File: config.mk
export PLATFORM = sky130hd
export DESIGN_NAME = cluster_fisher_discriminant_top
export DESIGN_NICKNAME = d
export VERILOG_FILES = /design/src/rtl/cfd_pkg.sv /design/src/rtl/cfd_wtab.sv /design/src/rtl/cfd_div.sv /design/src/rtl/cluster_fisher_discriminant_top.sv
export SDC_FILE = /design/constraint.sdc
export NUM_CORES = 2
export LEC_CHECK = 0
export ABC_AREA = 1
export BUFFER_PORTS_ARGS = -buffer_cell sky130_fd_sc_hd__clkbuf_2
export CAP_MARGIN = 5
export CORE_MARGIN = 2
export CORE_UTILIZATION = 60
export DETAILED_ROUTE_END_ITERATION = 6
export PLACE_DENSITY = 0.84
export SETUP_SLACK_MARGIN = 0.1
export SLEW_MARGIN = 20
export SYNTH_ARGS = -nofsm -noshare
export SYNTH_HDL_FRONTEND = slang
export SYNTH_HIERARCHICAL = 1
export SYNTH_SLANG_ARGS = --single-unit
File: constraint.sdc
create_clock -name i_clk -period 13.2 [get_ports i_clk]
set_input_delay 2.64 -clock i_clk [delete_from_list [all_inputs] [get_ports i_clk]]
set_output_delay 2.64 -clock i_clk [all_outputs]
set_load 0.01 [all_outputs]
File: src/rtl/cfd_pkg.sv
`default_nettype none
package cfd_pkg;

    localparam int NUM_WEIGHTS = 26;
    localparam int NUM_LAYERS  = 53;
    localparam int ODD_SLOTS   = 14;

    localparam int SLOT_W  = 5;
    localparam int WGT_W   = 16;
    localparam int LAYER_W = 6;
    localparam int ENE_W   = 16;
    localparam int ETOT_W  = 22;
    localparam int WSUM_W  = 40;
    localparam int PROD_W  = WGT_W + ENE_W + 1;
    localparam int SCORE_W = 20;
    localparam int NUM_W   = WSUM_W + 1;
    localparam int DEN_W   = ETOT_W + 1;
    localparam int QCNT_W  = 5;

    localparam int IN_DATA_W  = 48;
    localparam int OUT_DATA_W = 24;

    localparam logic [0:0] FUNC_LOAD = 1'b0;
    localparam logic [0:0] FUNC_HIT  = 1'b1;

    typedef enum logic [2:0] {
        S_IDLE,
        S_MUL,
        S_ACC,
        S_PREP,
        S_DIV,
        S_DONE
    } t_state;

    typedef struct packed {
        logic busy;
        logic done;
    } t_div_stat;

    typedef struct packed {
        logic              hit;
        logic [SLOT_W-1:0] slot;
    } t_slot_map;

    // Odd layers 1..27 use slots 0..13, layers 29..40 use slot layer-15; all other layers miss.
    function automatic t_slot_map layer_slot(input logic [LAYER_W-1:0] layer);
        t_slot_map        m;
        logic [LAYER_W:0] s;
        m = '0;
        s = '0;
        if (layer < LAYER_W'(NUM_LAYERS)) begin
            if (layer >= LAYER_W'(1) && layer <= LAYER_W'(2 * ODD_SLOTS - 1) && layer[0]) begin
                s     = {2'b00, layer[LAYER_W-1:1]};
                m.hit = 1'b1;
            end else if (layer >= LAYER_W'(2 * ODD_SLOTS + 1)) begin
                s     = {1'b0, layer} - (LAYER_W + 1)'(15);
                m.hit = 1'b1;
            end
        end
        if (s >= (LAYER_W + 1)'(NUM_WEIGHTS)) begin
            m.hit = 1'b0;
        end
        m.slot = s[SLOT_W-1:0];
        return m;
    endfunction

endpackage
`default_nettype wire

File: src/rtl/cfd_wtab.sv
`default_nettype none
module cfd_wtab
    import cfd_pkg::*;
(
    input  wire                     i_clk,
    input  wire                     i_rst_n,
    input  wire                     i_wr_en,
    input  wire        [SLOT_W-1:0] i_wr_slot,
    input  wire        [WGT_W-1:0]  i_wr_data,
    input  wire                     i_rd_en,
    input  wire t_slot_map          i_rd_map,
    output logic       [WGT_W-1:0]  o_rd_data
);

    logic [WGT_W-1:0] r_mem [NUM_WEIGHTS];
    logic [WGT_W-1:0] r_rd_data;

    always_ff @(posedge i_clk) begin
        if (!i_rst_n) begin
            for (int i = 0; i < NUM_WEIGHTS; i++) begin
                r_mem[i] <= '0;
            end
        end else if (i_wr_en && i_wr_slot < SLOT_W'(NUM_WEIGHTS)) begin
            r_mem[i_wr_slot] <= i_wr_data;
        end
    end

    // Unmapped layers read as a zero weight, so they add nothing to the sum.
    always_ff @(posedge i_clk) begin
        if (i_rd_en) begin
            r_rd_data <= i_rd_map.hit ? r_mem[i_rd_map.slot] : '0;
        end
    end

    assign o_rd_data = r_rd_data;

endmodule
`default_nettype wire

File: src/rtl/cfd_div.sv
`default_nettype none
module cfd_div
    import cfd_pkg::*;
(
    input  wire                      i_clk,
    input  wire                      i_rst_n,
    input  wire                      i_start,
    input  wire        [NUM_W-1:0]   i_num,
    input  wire        [DEN_W-1:0]   i_den,
    output t_div_stat                o_stat,
    output logic       [SCORE_W-1:0] o_quot
);

    // Restoring divider, one quotient bit per cycle. The caller guarantees
    // that the top bits of the numerator are already below the divisor.
    logic [DEN_W-1:0]   r_rem,  n_rem;
    logic [DEN_W-1:0]   r_den;
    logic [SCORE_W-1:0] r_nlow, n_nlow;
    logic [SCORE_W-1:0] r_quot, n_quot;
    logic [QCNT_W-1:0]  r_cnt,  n_cnt;
    logic               r_busy, n_busy;
    logic [DEN_W:0]     rem_sh;
    logic               ge;

    always_comb begin
        rem_sh = {r_rem, r_nlow[SCORE_W-1]};
        ge     = rem_sh >= {1'b0, r_den};
        n_rem  = r_rem;
        n_nlow = r_nlow;
        n_quot = r_quot;
        n_cnt  = r_cnt;
        n_busy = r_busy;
        if (i_start) begin
            n_rem  = DEN_W'(i_num[NUM_W-1:SCORE_W]);
            n_nlow = i_num[SCORE_W-1:0];
            n_quot = '0;
            n_cnt  = '0;
            n_busy = 1'b1;
        end else if (r_busy) begin
            n_rem  = ge ? DEN_W'(rem_sh - {1'b0, r_den}) : DEN_W'(rem_sh);
            n_nlow = {r_nlow[SCORE_W-2:0], 1'b0};
            n_quot = {r_quot[SCORE_W-2:0], ge};
            n_cnt  = r_cnt + QCNT_W'(1);
            if (r_cnt == QCNT_W'(SCORE_W - 1)) begin
                n_busy = 1'b0;
            end
        end
    end

    always_ff @(posedge i_clk) begin
        if (!i_rst_n) begin
            r_busy <= 1'b0;
            r_cnt  <= '0;
        end else begin
            r_busy <= n_busy;
            r_cnt  <= n_cnt;
        end
    end

    always_ff @(posedge i_clk) begin
        r_rem  <= n_rem;
        r_nlow <= n_nlow;
        r_quot <= n_quot;
        if (i_start) begin
            r_den <= i_den;
        end
    end

    assign o_stat.busy = r_busy;
    assign o_stat.done = r_busy && r_cnt == QCNT_W'(SCORE_W - 1);
    assign o_quot      = r_quot;

endmodule
`default_nettype wire

File: src/rtl/cluster_fisher_discriminant_top.sv
// Weight loads leave the block in idle, so it is ready again on the next cycle.
// A hit that is not the last of its cluster passes through table read,
// multiply and saturating accumulate before the next item is taken.
// A last hit goes on from those steps through a setup step and the bit-serial
// divider, then the score is formed into the output register once it is free.
// Reset (synchronous, active low) clears the weight table and both sums.
`default_nettype none
module cluster_fisher_discriminant_top
    import cfd_pkg::*;
(
    input  wire                    i_clk,
    input  wire                    i_rst_n,
    input  wire                    s_axis_tvalid,
    output logic                   s_axis_tready,
    // weight_slot[4:0], weight_value[20:5], layer_number[26:21],
    // hit_energy[42:27], zero fill
    input  wire [IN_DATA_W-1:0]    s_axis_tdata,
    // func[0]
    input  wire [0:0]              s_axis_tuser,
    input  wire                    s_axis_tlast,
    output logic                   m_axis_tvalid,
    input  wire                    m_axis_tready,
    // fisher_score[19:0], zero fill
    output logic [OUT_DATA_W-1:0]  m_axis_tdata,
    // empty_cluster[0]
    output logic [0:0]             m_axis_tuser
);

    t_state r_state, n_state;

    logic [SLOT_W-1:0]  in_slot;
    logic [WGT_W-1:0]   in_wval;
    logic [LAYER_W-1:0] in_layer;
    logic [ENE_W-1:0]   in_energy;
    logic               accept;
    t_slot_map          in_map;

    logic [WGT_W-1:0]          weight;
    logic [ENE_W-1:0]          r_energy;
    logic                      r_last;
    logic signed [PROD_W-1:0]  r_prod;
    logic [ETOT_W-1:0]         r_etot, n_etot;
    logic signed [WSUM_W-1:0]  r_wsum, n_wsum;
    logic [ETOT_W:0]           etot_sum;
    logic signed [NUM_W-1:0]   wsum_sum;

    logic                      r_neg, r_empty, r_ovf;
    logic [WSUM_W-1:0]         mag;
    logic [NUM_W-1:0]          num;
    logic [DEN_W-1:0]          den;
    logic                      ovf;
    logic                      div_start;
    t_div_stat                 div_stat;
    logic [SCORE_W-1:0]        quot;
    logic [SCORE_W-1:0]        score;

    logic                      r_m_valid;
    logic [SCORE_W-1:0]        r_m_score;
    logic                      r_m_empty;
    logic                      out_free;
    logic                      out_load;
    logic                      clear_acc;

    assign in_slot   = s_axis_tdata[4:0];
    assign in_wval   = s_axis_tdata[20:5];
    assign in_layer  = s_axis_tdata[26:21];
    assign in_energy = s_axis_tdata[42:27];
    assign in_map    = layer_slot(in_layer);

    assign accept   = s_axis_tvalid && s_axis_tready;
    assign out_free = !r_m_valid || m_axis_tready;

    cfd_wtab u_wtab (
        .i_clk     (i_clk),
        .i_rst_n   (i_rst_n),
        .i_wr_en   (accept && s_axis_tuser == FUNC_LOAD),
        .i_wr_slot (in_slot),
        .i_wr_data (in_wval),
        .i_rd_en   (accept && s_axis_tuser == FUNC_HIT),
        .i_rd_map  (in_map),
        .o_rd_data (weight)
    );

    cfd_div u_div (
        .i_clk   (i_clk),
        .i_rst_n (i_rst_n),
        .i_start (div_start),
        .i_num   (num),
        .i_den   (den),
        .o_stat  (div_stat),
        .o_quot  (quot)
    );

    // Sequencer
    always_comb begin
        n_state       = r_state;
        s_axis_tready = 1'b0;
        div_start     = 1'b0;
        out_load      = 1'b0;
        clear_acc     = 1'b0;
        unique case (r_state)
            S_IDLE: begin
                s_axis_tready = 1'b1;
                if (s_axis_tvalid && s_axis_tuser == FUNC_HIT) begin
                    n_state = S_MUL;
                end
            end
            S_MUL: begin
                n_state = S_ACC;
            end
            S_ACC: begin
                n_state = r_last ? S_PREP : S_IDLE;
            end
            S_PREP: begin
                div_start = 1'b1;
                n_state   = S_DIV;
            end
            S_DIV: begin
                if (div_stat.done) begin
                    n_state = S_DONE;
                end
            end
            S_DONE: begin
                if (out_free) begin
                    out_load  = 1'b1;
                    clear_acc = 1'b1;
                    n_state   = S_IDLE;
                end
            end
            default: begin
                n_state = S_IDLE;
            end
        endcase
    end

    always_ff @(posedge i_clk) begin
        if (!i_rst_n) begin
            r_state <= S_IDLE;
        end else begin
            r_state <= n_state;
        end
    end

    // Saturating accumulators
    always_comb begin
        etot_sum = {1'b0, r_etot} + (ETOT_W + 1)'(r_energy);
        n_etot   = etot_sum[ETOT_W] ? '1 : etot_sum[ETOT_W-1:0];
        wsum_sum = NUM_W'(r_wsum) + NUM_W'(r_prod);
        if (wsum_sum[NUM_W-1] != wsum_sum[NUM_W-2]) begin
            n_wsum = wsum_sum[NUM_W-1] ? {1'b1, {(WSUM_W-1){1'b0}}}
                                       : {1'b0, {(WSUM_W-1){1'b1}}};
        end else begin
            n_wsum = wsum_sum[WSUM_W-1:0];
        end
    end

    always_ff @(posedge i_clk) begin
        if (!i_rst_n) begin
            r_etot <= '0;
            r_wsum <= '0;
        end else if (clear_acc) begin
            r_etot <= '0;
            r_wsum <= '0;
        end else if (r_state == S_ACC) begin
            r_etot <= n_etot;
            r_wsum <= n_wsum;
        end
    end

    always_ff @(posedge i_clk) begin
        if (accept) begin
            r_energy <= in_energy;
            r_last   <= s_axis_tlast;
        end
        if (r_state == S_MUL) begin
            r_prod <= PROD_W'($signed(weight)) * PROD_W'($signed({1'b0, r_energy}));
        end
    end

    // Rounded quotient: (2|sum| + E) / 2E; results beyond the signed 20-bit score range saturate.
    always_comb begin
        mag = r_wsum[WSUM_W-1] ? WSUM_W'(-r_wsum) : WSUM_W'(r_wsum);
        num = {mag, 1'b0} + NUM_W'(r_etot);
        den = {r_etot, 1'b0};
        ovf = {2'b00, num} >= {den, {SCORE_W{1'b0}}};
    end

    always_ff @(posedge i_clk) begin
        if (r_state == S_PREP) begin
            r_neg   <= r_wsum[WSUM_W-1];
            r_empty <= r_etot == '0;
            r_ovf   <= ovf;
        end
    end

    always_comb begin
        if (r_empty) begin
            score = '0;
        end else if (r_neg) begin
            if (r_ovf || (quot[SCORE_W-1] && quot[SCORE_W-2:0] != '0)) begin
                score = {1'b1, {(SCORE_W-1){1'b0}}};
            end else begin
                score = SCORE_W'(-quot);
            end
        end else begin
            if (r_ovf || quot[SCORE_W-1]) begin
                score = {1'b0, {(SCORE_W-1){1'b1}}};
            end else begin
                score = quot;
            end
        end
    end

    // Output register
    always_ff @(posedge i_clk) begin
        if (!i_rst_n) begin
            r_m_valid <= 1'b0;
        end else if (out_load) begin
            r_m_valid <= 1'b1;
        end else if (m_axis_tready) begin
            r_m_valid <= 1'b0;
        end
    end

    always_ff @(posedge i_clk) begin
        if (out_load) begin
            r_m_score <= score;
            r_m_empty <= r_empty;
        end
    end

    assign m_axis_tvalid = r_m_valid;
    assign m_axis_tdata  = {{(OUT_DATA_W - SCORE_W){1'b0}}, r_m_score};
    assign m_axis_tuser  = r_m_empty;

    a_ready_not_dividing: assert property (@(posedge i_clk) disable iff (!i_rst_n)
        s_axis_tready |-> !div_stat.busy)
        else $error("input ready while divider busy");

    a_hit_blocks_input: assert property (@(posedge i_clk) disable iff (!i_rst_n)
        (s_axis_tvalid && s_axis_tready && s_axis_tuser == FUNC_HIT) |=> !s_axis_tready)
        else $error("hit transaction did not hold off input");

    a_empty_zero_score: assert property (@(posedge i_clk) disable iff (!i_rst_n)
        (m_axis_tvalid && m_axis_tuser[0]) |-> (m_axis_tdata == '0))
        else $error("empty cluster with nonzero score");

    a_done_in_div: assert property (@(posedge i_clk) disable iff (!i_rst_n)
        div_stat.done |-> (r_state == S_DIV))
        else $error("divider finished outside divide state");

    a_load_when_free: assert property (@(posedge i_clk) disable iff (!i_rst_n)
        out_load |-> (!r_m_valid || m_axis_tready))
        else $error("result overwrote pending transaction");

endmodule
`default_nettype wire

==> results.cfg <==
[routing]
initialDrtViolationCount = 4726
routed_wl_um = 137000
vias_per_cell = 5.74
vias = 42615
antenna_left = 0
drc = 2
dr.pass1.iters = 7
wl_per_cell_um = 18.4

[grt]
track_usage_pct = 31.3
grt.overflow.total = 0
grt_start_max_net_pins = 159
grt_antenna_before_repair = 1
grt_pass1_wl_um = 215000
first_global_vias = 41359

[worst_setup_path]
start_kind = flip-flop
cp_max_fo = 17
cp-end-kind = flip-flop
r2r.worst_path.cells = 21
worst-setup-path-type = reg -> reg
crit_required_ns = 13.63
arrival_ns = 6.97
crit_top_cell = fa_1
path_cells = nand2_1 -> fa_1 -> fa_1 -> inv_1 -> fa_1 -> fa_1 -> fa_1 -> inv_1 -> fa_1 -> inv_1 -> ha_1 -> nand2_1 -> nor2_1 -> and3_1 -> nand4_1 -> nand3_1 -> nand2_1 -> o211ai_1 -> nand2_1 -> nand3_1 -> xor2_1
crit_path_max_incr_delay_ns = 1.01
slowest_stage = edfxtp_1

[floorplan]
start_util_pct = 60.7
ios = 81
die_area_sq_um = 87300
coreArea_sq_um = 84000
die_w_um = 296
rows = 106
die_h_um = 296

[cts]
clockBufferDepth = 3
cts_hold_buffers = 0
cts_sinks = 760
cts-buffers-inserted = 81
htree_levels = 3
post_cts_resized = 0
cts_root_buffer = clkbuf_16
cts_tree = built
insertion_delay_ns = 0.67
clkTransAtPathRegs_ns = 0.06
post-cts-setup-buffer-count = 0

[placed_design]
dp_hpwl_um = 93600
gp_congestion = 0.972
portBuffers = 71

[sta]
tns_ns = 0
timing.final.max_slew_violations = 0
worst_slew_pin_slew_ns = 1.16
period_minus_slack_ns = 6.55
period_share_pct = 49.6
setup_viol = 0
fmax_mhz = 153
timing.slew.headroom_pct = 22.2
skew_ns = 0.0556
hold_viol = 0
rsz0062_at_grt = no

[final_layout]
syn_to_final_growth_pct = 7.85
antenna_cells = 0
fin_nets = 6729
fillerInstances = 6576
drive_gt1_share_pct = 6.47

[logic_synthesis]
avgSynthCellArea_sq_um = 8.19
syn_inst = 6226
yosysWarnings = 6
syn_area_sq_um = 51000

[run_status]
violations = design-rule violations
outcome = finished, violations left

[min_path]
hp-class = reg -> reg
worst_hold_path.num_cells = 1

[job]
maxCapViolCount = 0
[placed cells by master, fill, tap and decap left out, drive strengths merged, types with 9 or more instances in the layout]
| master | n |
|---|---|
| buf | 28 |
| a31oi | 12 |
| nand2 | 1784 |
| nand3b | 10 |
| conb | 101 |
| clkbuf | 164 |
| or2 | 15 |
| nand3 | 513 |
| xor2 | 83 |
| dfxtp | 94 |
| nor3 | 42 |
| nand4 | 39 |
| nor2 | 864 |
| o21bai | 12 |
| o22ai | 18 |
| xnor2 | 57 |
| edfxtp | 666 |
| o21ai | 204 |
| inv | 776 |
| bufinv | 9 |
| nor4 | 13 |
| clkinv | 63 |
| ha | 251 |
| a21oi | 226 |
| fa | 198 |
[registers in the layout, indices dropped and copies added, names as in the netlist]
register	count
u_div/r_busy	1
r_etot	22
r_neg	1
u_div/r_nlow	20
r_wsum	40
r_empty	1
r_m_score	20
u_wtab/r_mem	512
u_div/r_cnt	5
r_prod	33
u_div/r_rem	23
r_last	1
m_axis_tvalid	1
m_axis_tuser	1
u_wtab/o_rd_data	16
u_div/o_quot	20
u_div/r_den	23
r_energy	16
r_state	3
r_ovf	1
[metrics by stage]
| stage | area, sq um | cells | setup WS (ns) | util (%) | hold slack (ns) |
|---|---|---|---|---|---|
| floorplan | 51400 | 6325 | 7.49 | - | 0.423 |
| global placement | 52200 | 7276 | 6.37 | 62.2 | 0.435 |
| detailed placement | 52200 | 7276 | 6.22 | 62.2 | 0.443 |
| CTS | 55000 | 7427 | 6.68 | 65.5 | 0.452 |
| global route | 55000 | 7428 | 6.38 | 65.5 | 0.484 |
| finish | 55000 | 7428 | 6.65 | 65.5 | 0.457 |
[worst max-delay path: cells and delay by family, from the launching register on]
| family | cells | cell delay (ns) |
|---|---|---|
| AOI/OAI and AO/OA | 1 | 0.16 |
| xor gates and xnor gates | 1 | 0.28 |
| adders and majority gates | 7 | 3.48 |
| buffers and inverters | 3 | 0.16 |
| DFF | 1 | 1.01 |
| and+or+nand+nor | 9 | 1.22 |
[path summary, 6_finish.rpt]
check | start | to | slack (ns)
setup reg to reg | r_energy[10]$_DFFE_PP_ | r_prod[31]$_DFFE_PP_ | 6.65
hold / removal | u_div/r_cnt[4]$_SDFFE_PP0P_ | u_div/r_cnt[4]$_SDFFE_PP0P_ | 0.46
setup / recovery | r_energy[10]$_DFFE_PP_ | r_prod[31]$_DFFE_PP_ | 6.65
hold reg to reg | u_div/r_cnt[4]$_SDFFE_PP0P_ | u_div/r_cnt[4]$_SDFFE_PP0P_ | 0.46
[area by class of cell]
cell class	instances	area, sq um	area share, %
repair buffers	99	594	1.08
clock inverters	58	666	1.21
well taps	1134	1420	2.58
clock buffers	93	2090	3.80
flip-flops and latches	760	21900	39.8
inverters	792	2990	5.43
multi-input cells	4492	25400	46.1
[routing by layer]
layer	GRT usage (%)	vias to the layer above	part of all wire, %
met5	0	-	0
met1	40.2	20058	38
met4	14.9	0	5.0
met3	5.51	449	10
met2	51.5	2237	47
li1	-	19871	-
Power is not shown: default switching activity piles up to over one toggle a cycle in this logic, so the estimate is an artifact.
